`src/hdl/qtyd_pkg.sv`:
```
// qtyd_pkg: widths, angle constants, arctangent table and the word type shared
// by all stages of the quaternion-to-yaw pipeline. No dependencies.
package qtyd_pkg;

  localparam int IN_W      = 16;  // one quaternion component, Q2.14
  localparam int NUM_W     = 34;  // exact numerator / denominator, LSB 2^-28
  localparam int XW        = 37;  // CORDIC vector, with headroom for gain
  localparam int ZW        = 33;  // angle accumulator, LSB 2^-16 centidegree
  localparam int OUT_W     = 16;
  localparam int TABLE_LEN = 24;
  localparam int CORDIC_STEPS_DEF = 16;

  localparam logic signed [ZW-1:0]    ANGLE_180 = 33'sd1179648000;
  localparam logic signed [OUT_W-1:0] YAW_MAX   = 16'sd18000;
  localparam logic signed [OUT_W-1:0] YAW_MIN   = -16'sd18000;
  localparam logic [NUM_W-1:0]        ONE_Q28   = 34'd268435456;

  // atan(2^-i) in 2^-16 centidegree units
  localparam logic [31:0] ATAN_TABLE [TABLE_LEN] = '{
    32'd294912000, 32'd174096719, 32'd91987925, 32'd46694507,
    32'd23437865,  32'd11730358,  32'd5866609,  32'd2933484,
    32'd1466766,   32'd733385,    32'd366693,   32'd183347,
    32'd91673,     32'd45837,     32'd22918,    32'd11459,
    32'd5730,      32'd2865,      32'd1432,     32'd716,
    32'd358,       32'd179,       32'd90,       32'd45
  };

  // one word in flight through the rotation chain
  typedef struct packed {
    logic signed [XW-1:0] x;
    logic signed [XW-1:0] y;
    logic signed [ZW-1:0] z;
    logic                 bypass;      // numerator was zero: fixed result
    logic                 bypass_neg;  // ...and denominator negative
  } qtyd_vec_t;

endpackage

```
`src/hdl/qtyd_cordic_cell.sv`:
```
// qtyd_cordic_cell: one vectoring micro-rotation with its own word register.
// Depends on qtyd_pkg.
module qtyd_cordic_cell #(
  parameter int STEP = 0
) (
  input  logic                clk,
  input  logic                rst_n,
  input  logic                in_valid,
  output logic                in_ready,
  input  qtyd_pkg::qtyd_vec_t in_vec,
  output logic                out_valid,
  input  logic                out_ready,
  output qtyd_pkg::qtyd_vec_t out_vec
);

  localparam int XW = qtyd_pkg::XW;
  localparam int ZW = qtyd_pkg::ZW;
  localparam logic signed [ZW-1:0] ANG = $signed({1'b0, qtyd_pkg::ATAN_TABLE[STEP]});

  logic                 valid_r, valid_nxt;
  logic signed [XW-1:0] xi, yi, xs, ys;
  qtyd_pkg::qtyd_vec_t  vec_r, vec_nxt;

  assign in_ready  = !valid_r || out_ready;
  assign valid_nxt = in_ready ? in_valid : valid_r;

  always_comb begin
    xi      = in_vec.x;
    yi      = in_vec.y;
    xs      = xi >>> STEP;
    ys      = yi >>> STEP;
    vec_nxt = in_vec;
    if (!yi[XW-1]) begin
      vec_nxt.x = xi + ys;
      vec_nxt.y = yi - xs;
      vec_nxt.z = in_vec.z + ANG;
    end else begin
      vec_nxt.x = xi - ys;
      vec_nxt.y = yi + xs;
      vec_nxt.z = in_vec.z - ANG;
    end
  end

  always_ff @(posedge clk) begin
    if (!rst_n) begin
      valid_r <= 1'b0;
    end else begin
      valid_r <= valid_nxt;
    end
  end

  always_ff @(posedge clk) begin
    if (in_ready) begin
      vec_r <= vec_nxt;
    end
  end

  assign out_valid = valid_r;
  assign out_vec   = vec_r;

endmodule

```
`config.mk`:
```
export PLATFORM = sky130hd
export DESIGN_NAME = qtyd_cordic_cell
export DESIGN_NICKNAME = d
export VERILOG_FILES = /design/src/hdl/qtyd_pkg.sv /design/src/hdl/qtyd_cordic_cell.sv
export SDC_FILE = /design/constraint.sdc
export NUM_CORES = 1
export LEC_CHECK = 0
export CAP_MARGIN = 20
export CORE_MARGIN = 10
export CORE_UTILIZATION = 41
export CTS_CLUSTER_DIAMETER = 120
export CTS_CLUSTER_SIZE = 25
export DETAILED_ROUTE_END_ITERATION = 8
export DONT_BUFFER_PORTS = 1
export PLACE_DENSITY = 0.55
export SLEW_MARGIN = 0
export SYNTH_ARGS = -nofsm -noshare
export SYNTH_HDL_FRONTEND = slang
export SYNTH_SLANG_ARGS = --single-unit
```
`constraint.sdc`:
```
create_clock -name clk -period 7.8 [get_ports clk]
set_input_delay 0.39 -clock clk [delete_from_list [all_inputs] [get_ports clk]]
set_output_delay 0.39 -clock clk [all_outputs]
set_load 0.02 [all_outputs]
```
==> impl_metrics.py <==
metrics = {
    "timing": {
        "unrepaired_setup_endpoints_after_global_routing": "false",
        "final_max_slew_viol_count": 0,
        "finalHoldViolCount": 0,
        "setup_total_negative_slack_ns": 0,
        "tightest_slew_ns": 0.866,
        "final_critical_path_setup_slack_ns": 4.41,
        "finalCriticalPeriod_ns": 3.39,
        "setup_violations_final": 0,
        "fin_worst_skew_ns": 0.00873,
        "slew_headroom": 0.423,
        "timing.final.crit_share": 0.435,
        "top_achievable_clock_speed_mhz": 295,
    },
    "floorplan": {
        "design.core.area_um2": 25900,
        "die_width_um": 182,
        "die_height_um": 182,
        "die_area_um2": 33100,
        "placement_rows": 59,
        "initial_utilization": 0.415,
        "io-pin-count": 224,
    },
    "logic_synthesis": {
        "synthCells": 1230,
        "synthesis.nets": 1476,
        "yosysMostFrequentCell": "sky130_fd_sc_hd__a21oi_1",
        "synth-warning-count": 0,
        "post_synth_num_cell_types": 87,
        "ys.flop_type": "sky130_fd_sc_hd__edfxtp_1",
        "synth.area.top_cells": "sky130_fd_sc_hd__edfxtp_1 30%, sky130_fd_sc_hd__ha_1 15%, sky130_fd_sc_hd__a21oi_1 6.2%",
        "cell_area_after_synthesis_um2": 10800,
        "commonest_cells_in_the_synthesized_netlist": "134 x sky130_fd_sc_hd__a21oi_1, 129 x sky130_fd_sc_hd__ha_1, 113 x sky130_fd_sc_hd__inv_1",
        "postSynth.asyncResetShare": 0,
        "synth_top_area_cell": "sky130_fd_sc_hd__edfxtp_1",
        "seq_area_frac_synth": 0.304,
        "synthesis_stage_register_bit_count": 109,
        "synth_largest_type_area_fraction": 0.302,
        "number_of_enable_type_register_cells_in_the_synthesized_netlist": 108,
        "synth.avg_cell_area_um2": 8.74,
    },
    "status": {
        "run_status": "finished clean",
    },
    "placed_design": {
        "port_buffers": 0,
        "pre_cts_slack_ns": 4.15,
        "gp_congestion": 0.941,
        "dpl-instance-area_um2": 10900,
        "hpwl_um": 28500,
    },
    "clock_tree": {
        "clock_tree.buffer_depth": 2,
        "cts_tree": "built",
        "post_cts_hold_buffer_count": 0,
        "clock_root_cell": "sky130_fd_sc_hd__clkbuf_16",
        "worstSkewPairLatency_ns": 0.37,
        "post_cts_resize_count": 0,
        "clk_pin_slew_worst_paths_ns": 0.08,
        "htree_levels": 3,
        "clock_sink_count": 109,
        "post_cts.repair.setup_buffers": 0,
        "cts_buffers": 9,
    },
    "setup_path": {
        "required_ns": 7.91,
        "cells_traversed_along_the_worst_timing_path": "inv_1 -> ha_1 -> nand4_1 -> a211oi_1 -> o21a_1 -> nor3_2 -> o21ai_0 -> a21oi_1 -> o211ai_1 -> o31ai_1 -> xnor2_1",
        "crit_buf_inv": 1,
        "critical-path-slowest-cell": "sky130_fd_sc_hd__ha_1",
        "critPathKind": "in -> reg",
        "critical_path.endpoint_type": "flip-flop",
        "critPathMaxFanout": 17,
        "critPathMaxStageDelay_ns": 0.64,
        "worst-endpoint-arrival_ns": 3.50,
        "cp_top_family": "compound AO/OA/AOI/OAI gates",
        "worstSetupStartpointType": "primary input",
    },
    "power": {
        "power-per-cell-area_nw_per_um2": 189,
        "irDropWorstVdd_mv": 0.0943,
        "static-leakage-power_nw": 4.69,
    },
    "routing": {
        "firstDrtPassIters": 5,
        "initialDrtViolationCount": 824,
        "routedWlPerCell_um": 23.5,
        "vias": 9138,
        "routed_wl_um": 35900,
        "post_drt_via_cell_ratio": 5.98,
        "drtAntennaViolNets": 0,
        "drcViolationCount": 0,
    },
    "job": {
        "cap_violations": 0,
    },
    "finish": {
        "final.fill_count": 2597,
        "nets": 1434,
        "finish.instance_area_um2": 11200,
        "antenna_cells_inserted": 0,
        "area_growth_pct": 4.47,
        "layout-drive-gt1-share": 0.0536,
        "final_core_utilization": 0.433,
    },
    "global_route": {
        "first_global_vias": 8940,
        "grt_usage": 0.207,
        "number_of_antenna_violations_at_the_first_check_in_global_routing": 0,
        "grt_start_max_net_pins": 92,
        "grt_pass1_wl_um": 54400,
        "globalRouteOverflowTotal": 0,
    },
    "worst_hold_path": {
        "worstHoldPathType": "in -> reg",
    },
}
layout make-up:
class,count,area (µm²),area share
multi-input combinational,948,6800,0.605
clock buffer,9,225,0.0201
sequential,109,3260,0.291
inverter,118,443,0.0394
tap,335,419,0.0373
timing repair buffer,2,15.0,0.00134
clock inverter,7,70.1,0.00624
flip-flops by register name (all words and copies together) (netlist names):
| name | cells |
|---|---|
| out_vec | 108 |
| out_valid | 1 |
worst paths after layout:
path | cells after the start | start | slack (ns) | endpoint
worst max-delay path | 11 | in_vec[47] | 4.41 | out_vec[108]$_DFFE_PP_
worst min-delay path | 0 | in_vec[8] | 0.12 | out_vec[8]$_DFFE_PP_
worst min register to register | 2 | out_valid$_SDFFE_PN0P_ | 1.17 | out_valid$_SDFFE_PN0P_
worst max register to register | 2 | out_valid$_SDFFE_PN0P_ | 5.62 | out_vec[99]$_DFFE_PP_
cells in the final DEF, fill, tap and decap left out, types with 20 or more instances in the layout:
cell type / n
sky130_fd_sc_hd__a21oi_1: 134
sky130_fd_sc_hd__a21o_1: 41
sky130_fd_sc_hd__inv_1: 113
sky130_fd_sc_hd__o21ai_0: 77
sky130_fd_sc_hd__nand2_1: 75
sky130_fd_sc_hd__nand3_1: 20
sky130_fd_sc_hd__edfxtp_1: 108
sky130_fd_sc_hd__o31ai_1: 20
sky130_fd_sc_hd__xnor2_1: 69
sky130_fd_sc_hd__a31oi_1: 21
sky130_fd_sc_hd__ha_1: 129
sky130_fd_sc_hd__nor2_1: 95
power breakdown:
group / total (mW) / internal, mW / switching [mW] / leakage [nW]
Combinational: 0.653 / 0.237 / 0.416 / 3.42
Sequential: 1.00 / 0.798 / 0.205 / 1.13
Clock: 0.470 / 0.225 / 0.244 / 0.141
Total: 2.13 / 1.26 / 0.865 / 4.69
metal layers:
layer  vias up  track usage  part of all wire
met2       401        0.322              0.44
met3        32       0.0501             0.081
met4         0       0.0475             0.012
met1      4373        0.282              0.46
met5         -            0                 0
li1       4332            -                 -
worst register-to-register path, cell delays in order (launching register included):
cell	delay (ns)
sky130_fd_sc_hd__dfxtp_1	0.40
sky130_fd_sc_hd__nand2b_4	0.54
sky130_fd_sc_hd__buf_4	0.84
through the flow:
| stage | power [mW] | std cells | hold WS (ns) |
|---|---|---|---|
| after floorplan | 1.47 | 1230 | 0.489 |
| after global placement | 1.67 | 1512 | 0.489 |
| after detailed placement | 1.66 | 1512 | 0.489 |
| after CTS | 2.14 | 1528 | 0.108 |
| after global routing | 2.23 | 1528 | 0.105 |
| final | 2.13 | 1528 | 0.121 |
logic make-up after synthesis:
| logic type | Yosys count | share of synthesized area |
|---|---|---|
| xor+xnor | 84 | 0.0684 |
| flops | 109 | 0.304 |
| simple gates | 303 | 0.135 |
| fa+ha+maj | 133 | 0.158 |
| compound gates | 411 | 0.254 |
| mux | 17 | 0.0159 |
| buf+inv | 173 | 0.0651 |
Power figures use the tool's default switching activity.
