--- src/hdl/qtyd_pkg.sv ---
// qtyd_pkg: widths, angle constants, arctangent table and the word type shared
// by all stages of the quaternion-to-yaw pipeline. No dependencies.
package qtyd_pkg;

  localparam int IN_W      = 16;  // one quaternion component, Q2.14
  localparam int NUM_W     = 34;  // exact numerator / denominator, LSB 2^-28
  localparam int XW        = 37;  // CORDIC vector, with headroom for gain
  localparam int ZW        = 33;  // angle accumulator, LSB 2^-16 centidegree
  localparam int OUT_W     = 16;
  localparam int TABLE_LEN = 24;
  localparam int CORDIC_STEPS_DEF = 16;

  localparam logic signed [ZW-1:0]    ANGLE_180 = 33'sd1179648000;
  localparam logic signed [OUT_W-1:0] YAW_MAX   = 16'sd18000;
  localparam logic signed [OUT_W-1:0] YAW_MIN   = -16'sd18000;
  localparam logic [NUM_W-1:0]        ONE_Q28   = 34'd268435456;

  // atan(2^-i) in 2^-16 centidegree units
  localparam logic [31:0] ATAN_TABLE [TABLE_LEN] = '{
    32'd294912000, 32'd174096719, 32'd91987925, 32'd46694507,
    32'd23437865,  32'd11730358,  32'd5866609,  32'd2933484,
    32'd1466766,   32'd733385,    32'd366693,   32'd183347,
    32'd91673,     32'd45837,     32'd22918,    32'd11459,
    32'd5730,      32'd2865,      32'd1432,     32'd716,
    32'd358,       32'd179,       32'd90,       32'd45
  };

  // one word in flight through the rotation chain
  typedef struct packed {
    logic signed [XW-1:0] x;
    logic signed [XW-1:0] y;
    logic signed [ZW-1:0] z;
    logic                 bypass;      // numerator was zero: fixed result
    logic                 bypass_neg;  // ...and denominator negative
  } qtyd_vec_t;

endpackage

--- src/hdl/qtyd_prep.sv ---
// qtyd_prep: three register stages ahead of the rotation chain: products,
// exact numerator / denominator, half-plane fold and zero-numerator detect.
// Depends on qtyd_pkg.
module qtyd_prep (
  input  logic                                clk,
  input  logic                                rst_n,
  input  logic                                in_valid,
  output logic                                in_ready,
  input  logic signed [qtyd_pkg::IN_W-1:0]    quat_w,
  input  logic signed [qtyd_pkg::IN_W-1:0]    quat_x,
  input  logic signed [qtyd_pkg::IN_W-1:0]    quat_y,
  input  logic signed [qtyd_pkg::IN_W-1:0]    quat_z,
  output logic                                out_valid,
  input  logic                                out_ready,
  output qtyd_pkg::qtyd_vec_t                 out_vec
);

  localparam int PW = 2 * qtyd_pkg::IN_W;
  localparam int NW = qtyd_pkg::NUM_W;
  localparam int XW = qtyd_pkg::XW;

  logic va_r, vb_r, vc_r;
  logic va_nxt, vb_nxt, vc_nxt;
  logic rdy_a, rdy_b, rdy_c;

  logic signed [PW-1:0] wz_r, xy_r, yy_r, zz_r;
  logic signed [NW-1:0] num_r, den_r;
  logic signed [NW-1:0] num_nxt, den_nxt;
  logic signed [PW:0]   sum_cross, sum_sq;
  qtyd_pkg::qtyd_vec_t  vec_r, vec_nxt;

  assign rdy_c    = !vc_r || out_ready;
  assign rdy_b    = !vb_r || rdy_c;
  assign rdy_a    = !va_r || rdy_b;
  assign in_ready = rdy_a;

  always_comb begin
    va_nxt = rdy_a ? in_valid : va_r;
    vb_nxt = rdy_b ? va_r : vb_r;
    vc_nxt = rdy_c ? vb_r : vc_r;
  end

  // stage B: exact sums, doubled
  always_comb begin
    sum_cross = (PW+1)'(wz_r) + (PW+1)'(xy_r);
    sum_sq    = (PW+1)'(yy_r) + (PW+1)'(zz_r);
    num_nxt   = NW'(sum_cross) <<< 1;
    den_nxt   = $signed(qtyd_pkg::ONE_Q28) - (NW'(sum_sq) <<< 1);
  end

  // stage C: fold left half-plane by 180 degrees
  always_comb begin
    vec_nxt            = '0;
    vec_nxt.bypass     = (num_r == '0);
    vec_nxt.bypass_neg = den_r[NW-1];
    if (den_r[NW-1]) begin
      vec_nxt.x = -XW'(den_r);
      vec_nxt.y = -XW'(num_r);
      vec_nxt.z = num_r[NW-1] ? -qtyd_pkg::ANGLE_180 : qtyd_pkg::ANGLE_180;
    end else begin
      vec_nxt.x = XW'(den_r);
      vec_nxt.y = XW'(num_r);
    end
  end

  always_ff @(posedge clk) begin
    if (!rst_n) begin
      va_r <= 1'b0;
      vb_r <= 1'b0;
      vc_r <= 1'b0;
    end else begin
      va_r <= va_nxt;
      vb_r <= vb_nxt;
      vc_r <= vc_nxt;
    end
  end

  always_ff @(posedge clk) begin
    if (rdy_a) begin
      wz_r <= quat_w * quat_z;
      xy_r <= quat_x * quat_y;
      yy_r <= quat_y * quat_y;
      zz_r <= quat_z * quat_z;
    end
    if (rdy_b) begin
      num_r <= num_nxt;
      den_r <= den_nxt;
    end
    if (rdy_c) begin
      vec_r <= vec_nxt;
    end
  end

  assign out_valid = vc_r;
  assign out_vec   = vec_r;

endmodule

--- config.mk ---
export PLATFORM = sky130hd
export DESIGN_NAME = qtyd_prep
export DESIGN_NICKNAME = d
export VERILOG_FILES = /design/src/hdl/qtyd_pkg.sv /design/src/hdl/qtyd_prep.sv
export SDC_FILE = /design/constraint.sdc
export NUM_CORES = 2
export LEC_CHECK = 0
export ABC_AREA = 1
export ABC_CLOCK_PERIOD_IN_PS = 13500
export BUFFER_PORTS_ARGS = -buffer_cell sky130_fd_sc_hd__buf_4
export CORE_MARGIN = 10
export CORE_UTILIZATION = 48
export DETAILED_ROUTE_END_ITERATION = 8
export PLACE_DENSITY = 0.73
export SKIP_CTS_REPAIR_TIMING = 1
export SLEW_MARGIN = 25
export SYNTH_ARGS = -nofsm -noshare
export SYNTH_HDL_FRONTEND = slang
export SYNTH_SLANG_ARGS = --single-unit
--- constraint.sdc ---
create_clock -name clk -period 13.5 [get_ports clk]
set_input_delay 3.375 -clock clk [delete_from_list [all_inputs] [get_ports clk]]
set_output_delay 3.375 -clock clk [all_outputs]
set_load 0.02 [all_outputs]
==> results.json <==
{
  "crit_top_cell": "fa_1",
  "async_flop_share": 0,
  "r2r-start": "yy_r[11]",
  "antenna_found_initial": 7,
  "critical_path_depth": 22,
  "cts_buffer_depth": 3,
  "crit_arrival_ns": 9.36,
  "finalCriticalPeriod_ns": 9.03,
  "synth-main-ff-cell": "edfxtp_1",
  "grt_pass1_vias": 41800,
  "htreeDepth": 1,
  "grt_setup_unrepaired": "no",
  "worst_pin_slew_ns": 1.02,
  "grt_pass1_wl_um": 210000,
  "fp-row-count": 121,
  "worstPathMaxFanout": 33,
  "grt_max_degree": 71,
  "insertion_delay_ns": 0.58,
  "slowest_stage": "fa_1",
  "fin_nets": 7695,
  "ys_seq_elements": 272,
  "ant_nets": 0,
  "start_util": 0.485,
  "die_x_um": 352,
  "end_kind": "flop",
  "multiInputGateArea_um2": 37300,
  "startpoint_type": "input port",
  "core_um2": 109000,
  "cts.sinks": 272,
  "wl_um": 126000,
  "avgSynthCellArea_um2": 8.54,
  "ys_warn_count": 0,
  "cp_data_required_time_ns": 13.82,
  "critPathBufInv": 4,
  "finalMaxSlewViolations": 0,
  "synthTopCellsByArea": "fa_1 (37%), edfxtp_1 (15%), inv_1 (13%), ha_1 (9.8%), nand2_1 (9.3%)",
  "slew_headroom": 0.313,
  "synth_most_common_cell": "inv_1",
  "max_cap_violations": 0,
  "n_antenna_cell": 0,
  "timing.critical_path.cells": "buf_4 -> nand2_1 -> inv_1 -> fa_1 -> fa_1 -> fa_1 -> fa_1 -> fa_1 -> inv_1 -> fa_1 -> inv_1 -> ha_1 -> nand2_1 -> nor2_1 -> and3_1 -> nand4_1 -> nand3_1 -> nand2_1 -> nand2_1 -> a21boi_0 -> o21ai_0 -> xor2_1",
  "wl_per_cell_um": 16.4,
  "hpwlAfterDp_um": 104000,
  "cts_tree": "done",
  "gr-total-overflow": 0,
  "die_h_um": 352,
  "synth_cells": 6209,
  "crit_type": "input port to flop",
  "tns_ns": 0,
  "fmax_ghz": 0.111,
  "route.detailed.drc": 0,
  "hold_violations": 0,
  "register_area_um2": 8140,
  "io_buffers": 156,
  "timing.rr.end": "den_r[25]",
  "cts_made_buffers": 31,
  "r2r_slack_ns": 10.34,
  "r2r_cells": 13,
  "design.portCount": 179,
  "worstSetupEndpoint": "yy_r[31]",
  "dr.first_iter.drc_count": 1946,
  "fill_cells": 10000,
  "synth_top_area_share": 0.374,
  "gp_congestion": 0.927,
  "drive_gt1_frac": 0.0415,
  "synth_common_cells": "inv_1 (1805), nand2_1 (1318), fa_1 (992)",
  "crit_start": "quat_y[2]",
  "min_path_type": "flop to flop",
  "cts_root_buffer": "clkbuf_16",
  "post-route-period-util": 0.669,
  "ys_seq_area_frac": 0.153,
  "max_stage_delay_ns": 0.93,
  "design.die.area_um2": 124000,
  "drt_first_pass_iters": 5,
  "grtUsageTotal": 0.206,
  "viasPerCell": 4.98,
  "status": "completed",
  "clock-skew-final_ns": 0.0151,
  "ys_types": 48,
  "synth_edf_count": 269,
  "hold_depth": 2,
  "synth_area_leader_cell": "fa_1",
  "route.vias.total": 38500,
  "setup_viol": 0,
  "syn_to_final_growth_pct": 6.10,
  "synth_area_um2": 53000,
  "cp_top_family": "adder cells",
  "clk_pin_slew_ns": 0.05
}
[worst min path at each step]
stage / start / to / slack (ns)
floorplan: den_r[1] / out_vec[73] / 0.43
global placement: vb_r / out_valid / 0.44
detailed placement: vb_r / out_valid / 0.45
CTS: vb_r / out_valid / 0.46
global route: den_r[1] / out_vec[73] / 0.48
finish: vb_r / out_valid / 0.46
[per-layer routing]
metal	share of wire	GRT usage	wire (µm)
met5	0.00042	0	53
met1	0.40	0.251	50400
met2	0.50	0.370	63700
met3	0.065	0.0356	8200
met4	0.032	0.0606	3990
[flip-flops by register name (all words and copies together), names as in the netlist]
name       cells
out_vec       77
den_r         33
num_r         33
wz_r          32
xy_r          32
yy_r          31
zz_r          31
out_valid      1
va_r           1
vb_r           1
[worst register-to-register path: cells and delay by family (launching register included)]
kind                     cells  cell delay, ns
AND/OR/NAND/NOR             11            1.80
XOR/XNOR                     1            0.19
flip-flops                   1            0.50
adder cells (fa/ha/maj)      1            0.42
[cells by family after synthesis]
group | after synthesis | share of synthesized area
AOI/OAI and AO/OA | 385 | 0.0411
xor gates and xnor gates | 292 | 0.0484
adders and majority gates | 1407 | 0.472
buffers and inverters | 2016 | 0.145
DFF | 272 | 0.153
other | 1 | 0.0000707
and+or+nand+nor | 1836 | 0.140
[area by class of cell]
cell class / count / area share
clock buffer: 33 / 0.0139
sequential: 272 / 0.145
tap: 1476 / 0.0328
multi-input combinational: 3945 / 0.663
clock inverter: 22 / 0.00320
timing repair buffer: 163 / 0.0217
inverter: 1807 / 0.121
[cell usage in the layout (no fill, tap or decap), types with 9 or more instances in the layout]
cell type / count
a21boi_0: 9
a21o_1: 27
a21oi_1: 187
a31oi_1: 16
buf_4: 163
clkbuf_16: 31
clkinv_1: 10
conb_1: 25
edfxtp_1: 269
fa_1: 992
ha_1: 415
inv_1: 1804
nand2_1: 1316
nand3_1: 119
nand4_1: 36
nor2_1: 254
nor2_2: 12
nor3_1: 36
nor4_1: 13
o21a_1: 9
o21ai_0: 94
o21bai_1: 21
or2_2: 14
xnor2_1: 118
xor2_1: 173
[metrics by stage]
stage                     cells  cell area (µm²)  utilization  worst slack [ns]  hold WS, ns
final                      7718            56300        0.515              4.47        0.457
after global routing       7718            56300        0.515              4.09        0.479
after CTS                  7718            56300        0.515              4.52        0.458
after detailed placement   7663            55300        0.506              3.90        0.449
after global placement     7663            55300        0.506              4.00        0.442
after floorplan            6233            53100            -              1.95        0.426
Power is not shown: default switching activity piles up to over one toggle a cycle in this logic, so the estimate is an artifact.
