`config.mk`:
```
export PLATFORM = sky130hd
export DESIGN_NAME = qtyd_round
export DESIGN_NICKNAME = d
export VERILOG_FILES = /design/src/hdl/qtyd_pkg.sv /design/src/hdl/qtyd_round.sv
export SDC_FILE = /design/constraint.sdc
export NUM_CORES = 1
export LEC_CHECK = 0
export BUFFER_PORTS_ARGS = -buffer_cell sky130_fd_sc_hd__buf_2
export CAP_MARGIN = 10
export CORE_MARGIN = 8
export CORE_UTILIZATION = 53
export DETAILED_ROUTE_END_ITERATION = 12
export HOLD_SLACK_MARGIN = 0.03
export PLACE_DENSITY = 0.95
export SKIP_LAST_GASP = 1
export SLEW_MARGIN = 25
export SYNTH_ARGS = -nofsm -noshare
export SYNTH_HDL_FRONTEND = slang
export SYNTH_SLANG_ARGS = --single-unit
export TNS_END_PERCENT = 1
```
`constraint.sdc`:
```
create_clock -name clk -period 16.3 [get_ports clk]
set_input_delay 0.815 -clock clk [delete_from_list [all_inputs] [get_ports clk]]
set_output_delay 0.815 -clock clk [all_outputs]
set_load 0.02 [all_outputs]
```
`src/hdl/qtyd_pkg.sv`:
```
// qtyd_pkg: widths, angle constants, arctangent table and the word type shared
// by all stages of the quaternion-to-yaw pipeline. No dependencies.
package qtyd_pkg;

  localparam int IN_W      = 16;  // one quaternion component, Q2.14
  localparam int NUM_W     = 34;  // exact numerator / denominator, LSB 2^-28
  localparam int XW        = 37;  // CORDIC vector, with headroom for gain
  localparam int ZW        = 33;  // angle accumulator, LSB 2^-16 centidegree
  localparam int OUT_W     = 16;
  localparam int TABLE_LEN = 24;
  localparam int CORDIC_STEPS_DEF = 16;

  localparam logic signed [ZW-1:0]    ANGLE_180 = 33'sd1179648000;
  localparam logic signed [OUT_W-1:0] YAW_MAX   = 16'sd18000;
  localparam logic signed [OUT_W-1:0] YAW_MIN   = -16'sd18000;
  localparam logic [NUM_W-1:0]        ONE_Q28   = 34'd268435456;

  // atan(2^-i) in 2^-16 centidegree units
  localparam logic [31:0] ATAN_TABLE [TABLE_LEN] = '{
    32'd294912000, 32'd174096719, 32'd91987925, 32'd46694507,
    32'd23437865,  32'd11730358,  32'd5866609,  32'd2933484,
    32'd1466766,   32'd733385,    32'd366693,   32'd183347,
    32'd91673,     32'd45837,     32'd22918,    32'd11459,
    32'd5730,      32'd2865,      32'd1432,     32'd716,
    32'd358,       32'd179,       32'd90,       32'd45
  };

  // one word in flight through the rotation chain
  typedef struct packed {
    logic signed [XW-1:0] x;
    logic signed [XW-1:0] y;
    logic signed [ZW-1:0] z;
    logic                 bypass;      // numerator was zero: fixed result
    logic                 bypass_neg;  // ...and denominator negative
  } qtyd_vec_t;

endpackage

```
`src/hdl/qtyd_round.sv`:
```
// qtyd_round: output register; rounds the angle to centidegrees, negates,
// limits to +/-18000 and applies the zero-numerator results. Depends on qtyd_pkg.
module qtyd_round (
  input  logic                                clk,
  input  logic                                rst_n,
  input  logic                                in_valid,
  output logic                                in_ready,
  input  qtyd_pkg::qtyd_vec_t                 in_vec,
  output logic                                out_valid,
  input  logic                                out_ready,
  output logic signed [qtyd_pkg::OUT_W-1:0]   yaw
);

  localparam int ZW = qtyd_pkg::ZW;
  localparam int RW = ZW - 15;   // rounded magnitude plus sign
  localparam int OW = qtyd_pkg::OUT_W;

  logic                 valid_r, valid_nxt;
  logic [ZW-1:0]        mag;
  logic [ZW:0]          mag_rnd;
  logic signed [RW-1:0] r, res;
  logic signed [OW-1:0] yaw_r, yaw_nxt;

  assign in_ready  = !valid_r || out_ready;
  assign valid_nxt = in_ready ? in_valid : valid_r;

  always_comb begin
    mag     = in_vec.z[ZW-1] ? ZW'(-in_vec.z) : ZW'(in_vec.z);
    mag_rnd = {1'b0, mag} + (ZW+1)'(32768);          // ties away from zero
    r       = $signed({1'b0, mag_rnd[ZW-1:16]});     // magnitude stays below 2^32
    res     = in_vec.z[ZW-1] ? r : -r;               // negated heading
    if (in_vec.bypass) begin
      yaw_nxt = in_vec.bypass_neg ? qtyd_pkg::YAW_MIN : '0;
    end else if (res > RW'(qtyd_pkg::YAW_MAX)) begin
      yaw_nxt = qtyd_pkg::YAW_MAX;
    end else if (res < RW'(qtyd_pkg::YAW_MIN)) begin
      yaw_nxt = qtyd_pkg::YAW_MIN;
    end else begin
      yaw_nxt = OW'(res);
    end
  end

  always_ff @(posedge clk) begin
    if (!rst_n) begin
      valid_r <= 1'b0;
    end else begin
      valid_r <= valid_nxt;
    end
  end

  always_ff @(posedge clk) begin
    if (in_ready) begin
      yaw_r <= yaw_nxt;
    end
  end

  assign out_valid = valid_r;
  assign yaw       = yaw_r;

endmodule

```
==> impl_metrics.yaml <==
sta:
  grt_setup_unrepaired: "false"
  fmax_mhz: 160.6
  finalHoldViolations: 0
  timing.final.max_slew_violations: 0
  setup_tns_ns: 0
  fin_crit_ns: 6.225
  worst_slew_margin_pct: 33.40
  timing.clock.skew_ns: 0.001084
  timing_worst_slew_pin_value_ns: 0.9991
  layout_worst_path_cycle_share_pct: 38.19
  setup-violations-final: 0
hold_path:
  holdCritPathClass: "primary input to flip-flop"
  hold-path-cell-count: 3
grt:
  grt_pass1_vias: 3062
  globalRouteOverflowTotal: 0
  grt_first_pass_wirelength_mm: 13.11
  grt_util_all_layers_pct: 17.60
  grt_antenna_before_repair: 0
  grt_start_max_net_pins: 61
power:
  vdd_ir_drop_max_mv: 0.06519
  internal-power_uw: 105.0
  power.switching_uw: 69.89
  share_comb_of_total_power_pct: 51.9
  total_leakage_power_uw: 0.001255
  netSwitchingFraction_pct: 39.97
  pwr_density_cell_nw_per_um2: 53.47
  power.sequential.fraction_pct: 31.6
  clockPowerShare_pct: 16.5
floorplanning:
  floorplan.die_area_um2: 8262
  die_y_um: 90.90
  die-width_um: 90.90
  design.portCount: 131
  std_cell_rows: 27
  core_area_um2: 5473
  initial_util_pct: 54.32
yosys:
  synthesis.area_per_instance_um2: 7.803
  synthesis.instances: 381
  synth_register_bits: 17
  synth_edf_count: 16
  synth_cell_type_count: 77
  mappedNetlistArea_um2: 2973
  synth-warning-count: 0
  synth-main-ff-cell: "sky130_fd_sc_hd__edfxtp_1"
  seq_area_frac_synth_pct: 16.84
  synth.net_count: 496
  async_flop_share_pct: 0
finish:
  final_net_count: 533
  diodes: 0
  drive_gt1_share_pct: 20.14
  synth_to_final_area_change_pct: 10.02
  utilization_pct: 59.76
detailed_routing:
  drt_pass1_iterations: 5
  drtIter0Drc: 370
  vias: 3239
  post_drt_wl_per_cell_um: 15.81
  totalWireLength_mm: 7.729
  route.detailed.vias_per_inst: 6.624
  post_route_antenna_net_violation_count: 0
  remaining_drc_errors: 0
clock_tree:
  path_clk_slew_ns: 0.06
  clock_sinks: 17
  post-cts-setup-buffers: 0
  root_buffer: "sky130_fd_sc_hd__clkbuf_8"
  post_cts_resize_count: 0
  cts_hold_buf: 0
  cts-buffers-inserted: 3
  worst_skew_late_latency_ns: 0.24
  cts-htree-levels: 1
  clock_tree_from_tritoncts: "yes"
  clock_path_buffers: 2
critical_path:
  crit_path_end_kind: "flip-flop"
  start_kind: "primary input"
  worst_ep_arrival_time_ns: 6.22
  startpoint_to_endpoint_class_of_the_critical_path: "primary input to flip-flop"
  required_ns: 16.29
  highest_fanout_seen_on_the_critical_path: 25
  reg2regPathDepth: 1
place:
  gp_congestion: 0.9242
  port_buffers: 56
  dp_hpwl_mm: 5.984
run_status:
  status: "completed"
job:
  cap_violations: 0
-- routing by layer --
layer | share of wire (%) | wire, µm | vias up | global-route usage [%]
met5 | 0 | 0 | - | 0
met4 | 0.97 | 75 | 0 | 4.911
met3 | 8.3 | 644 | 14 | 3.242
met2 | 49 | 3804 | 183 | 31.55
met1 | 41 | 3204 | 1496 | 20.73
li1 | - | - | 1546 | -
-- critical path, cell delays in order --
cell	delay (ns)
sky130_fd_sc_hd__buf_2	0.10
sky130_fd_sc_hd__nor4_1	0.32
sky130_fd_sc_hd__nand4_2	0.56
sky130_fd_sc_hd__nand2_1	0.26
sky130_fd_sc_hd__xnor2_1	0.14
sky130_fd_sc_hd__ha_1	0.26
sky130_fd_sc_hd__or4b_1	0.47
sky130_fd_sc_hd__mux2_2	0.29
sky130_fd_sc_hd__nand2_1	0.40
sky130_fd_sc_hd__xnor2_1	0.15
sky130_fd_sc_hd__o32a_1	0.36
sky130_fd_sc_hd__or3_1	0.49
sky130_fd_sc_hd__o41ai_4	0.38
sky130_fd_sc_hd__xnor2_1	0.25
sky130_fd_sc_hd__o2111ai_1	0.18
sky130_fd_sc_hd__a211oi_1	0.39
sky130_fd_sc_hd__a21oi_1	0.18
sky130_fd_sc_hd__o22a_1	0.21
-- worst paths after layout --
check / start / to / slack (ns)
min: in_valid / out_valid / 0.83
max: in_vec[8] / yaw[4] / 10.07
min reg2reg: out_valid / yaw[12] / 1.01
max reg2reg: out_valid / yaw[5] / 15.13
-- cell usage after synthesis, drive strengths merged, types with 5 or more instances --
master / count / area (µm²)
nand3: 14 / 70.07
or3: 6 / 42.54
inv: 11 / 41.29
a31oi: 8 / 56.30
nor4: 9 / 101.4
o21ba: 6 / 60.06
xor2: 11 / 103.9
nand4: 5 / 43.79
o31ai: 11 / 96.34
a21oi: 14 / 73.82
nor3: 19 / 100.1
edfxtp: 16 / 480.5
nor2: 34 / 127.6
clkbuf: 14 / 52.55
o21ai: 22 / 113.9
xnor2: 27 / 236.5
nand2b: 8 / 50.05
nand2: 29 / 108.9
o21a: 5 / 37.54
nor2b: 5 / 31.28
buf: 10 / 65.06
a41oi: 5 / 51.30
and2: 6 / 37.54
-- cell families (layout without fill, tap and decap cells) --
| logic type | after synthesis | in the layout | share of synthesized area [%] |
|---|---|---|---|
| multiplexers | 5 | 5 | 1.768 |
| AND/OR/NAND/NOR | 158 | 158 | 29.92 |
| flip-flops | 17 | 17 | 16.84 |
| adder cells (fa/ha/maj) | 2 | 2 | 0.8416 |
| XOR/XNOR | 38 | 38 | 11.45 |
| AO/OA/AOI/OAI | 126 | 126 | 33.84 |
| buffers and inverters | 35 | 71 | 5.345 |
-- placed cells by master, fill, tap and decap left out, drive strengths merged, types with 6 or more instances in the layout --
cell type,n
xor2,11
a21oi,14
or3,6
nand2b,8
o21ba,6
a31oi,8
edfxtp,16
and2,6
xnor2,27
buf,56
nand2,29
nor2,34
inv,11
nand3,14
nor3,19
nor4,9
o31ai,11
o21ai,22
-- layout make-up --
type / instances / area [µm²]
Multi-Input combinational cell: 329 / 2313
Sequential cell: 17 / 500.5
Timing Repair Buffer: 56 / 280.3
Inverter: 11 / 41.29
Tap cell: 72 / 90.09
Clock buffer: 4 / 45.04
Fill cell: 471 / 2202
-- registers in the layout, indices dropped and copies added (netlist names) --
name / cells
yaw: 16
out_valid: 1
-- stage by stage --
stage	std cells	setup slack [ns]	total power (µW)	cell area (µm²)	hold WS, ns
floorplan	381	10.13	122.9	2973	0.9538
global placement	485	10.13	141.4	3226	1.003
CTS	489	10.22	173.5	3271	0.8346
detailed placement	485	9.980	144.7	3226	1.018
finish	489	10.07	174.9	3271	0.8312
global route	489	9.855	185.1	3271	0.8397
-- power groups by stage --
stage / Combinational (µW) / Clock (µW) / Sequential (µW)
floorplan: 59.1 / 0 / 63.8
global placement: 85.4 / 0 / 56.0
detailed placement: 88.5 / 0 / 56.2
CTS: 89.0 / 29.2 / 55.3
global route: 98.3 / 31.2 / 55.6
finish: 90.7 / 28.9 / 55.2
Power figures use the tool's default switching activity.
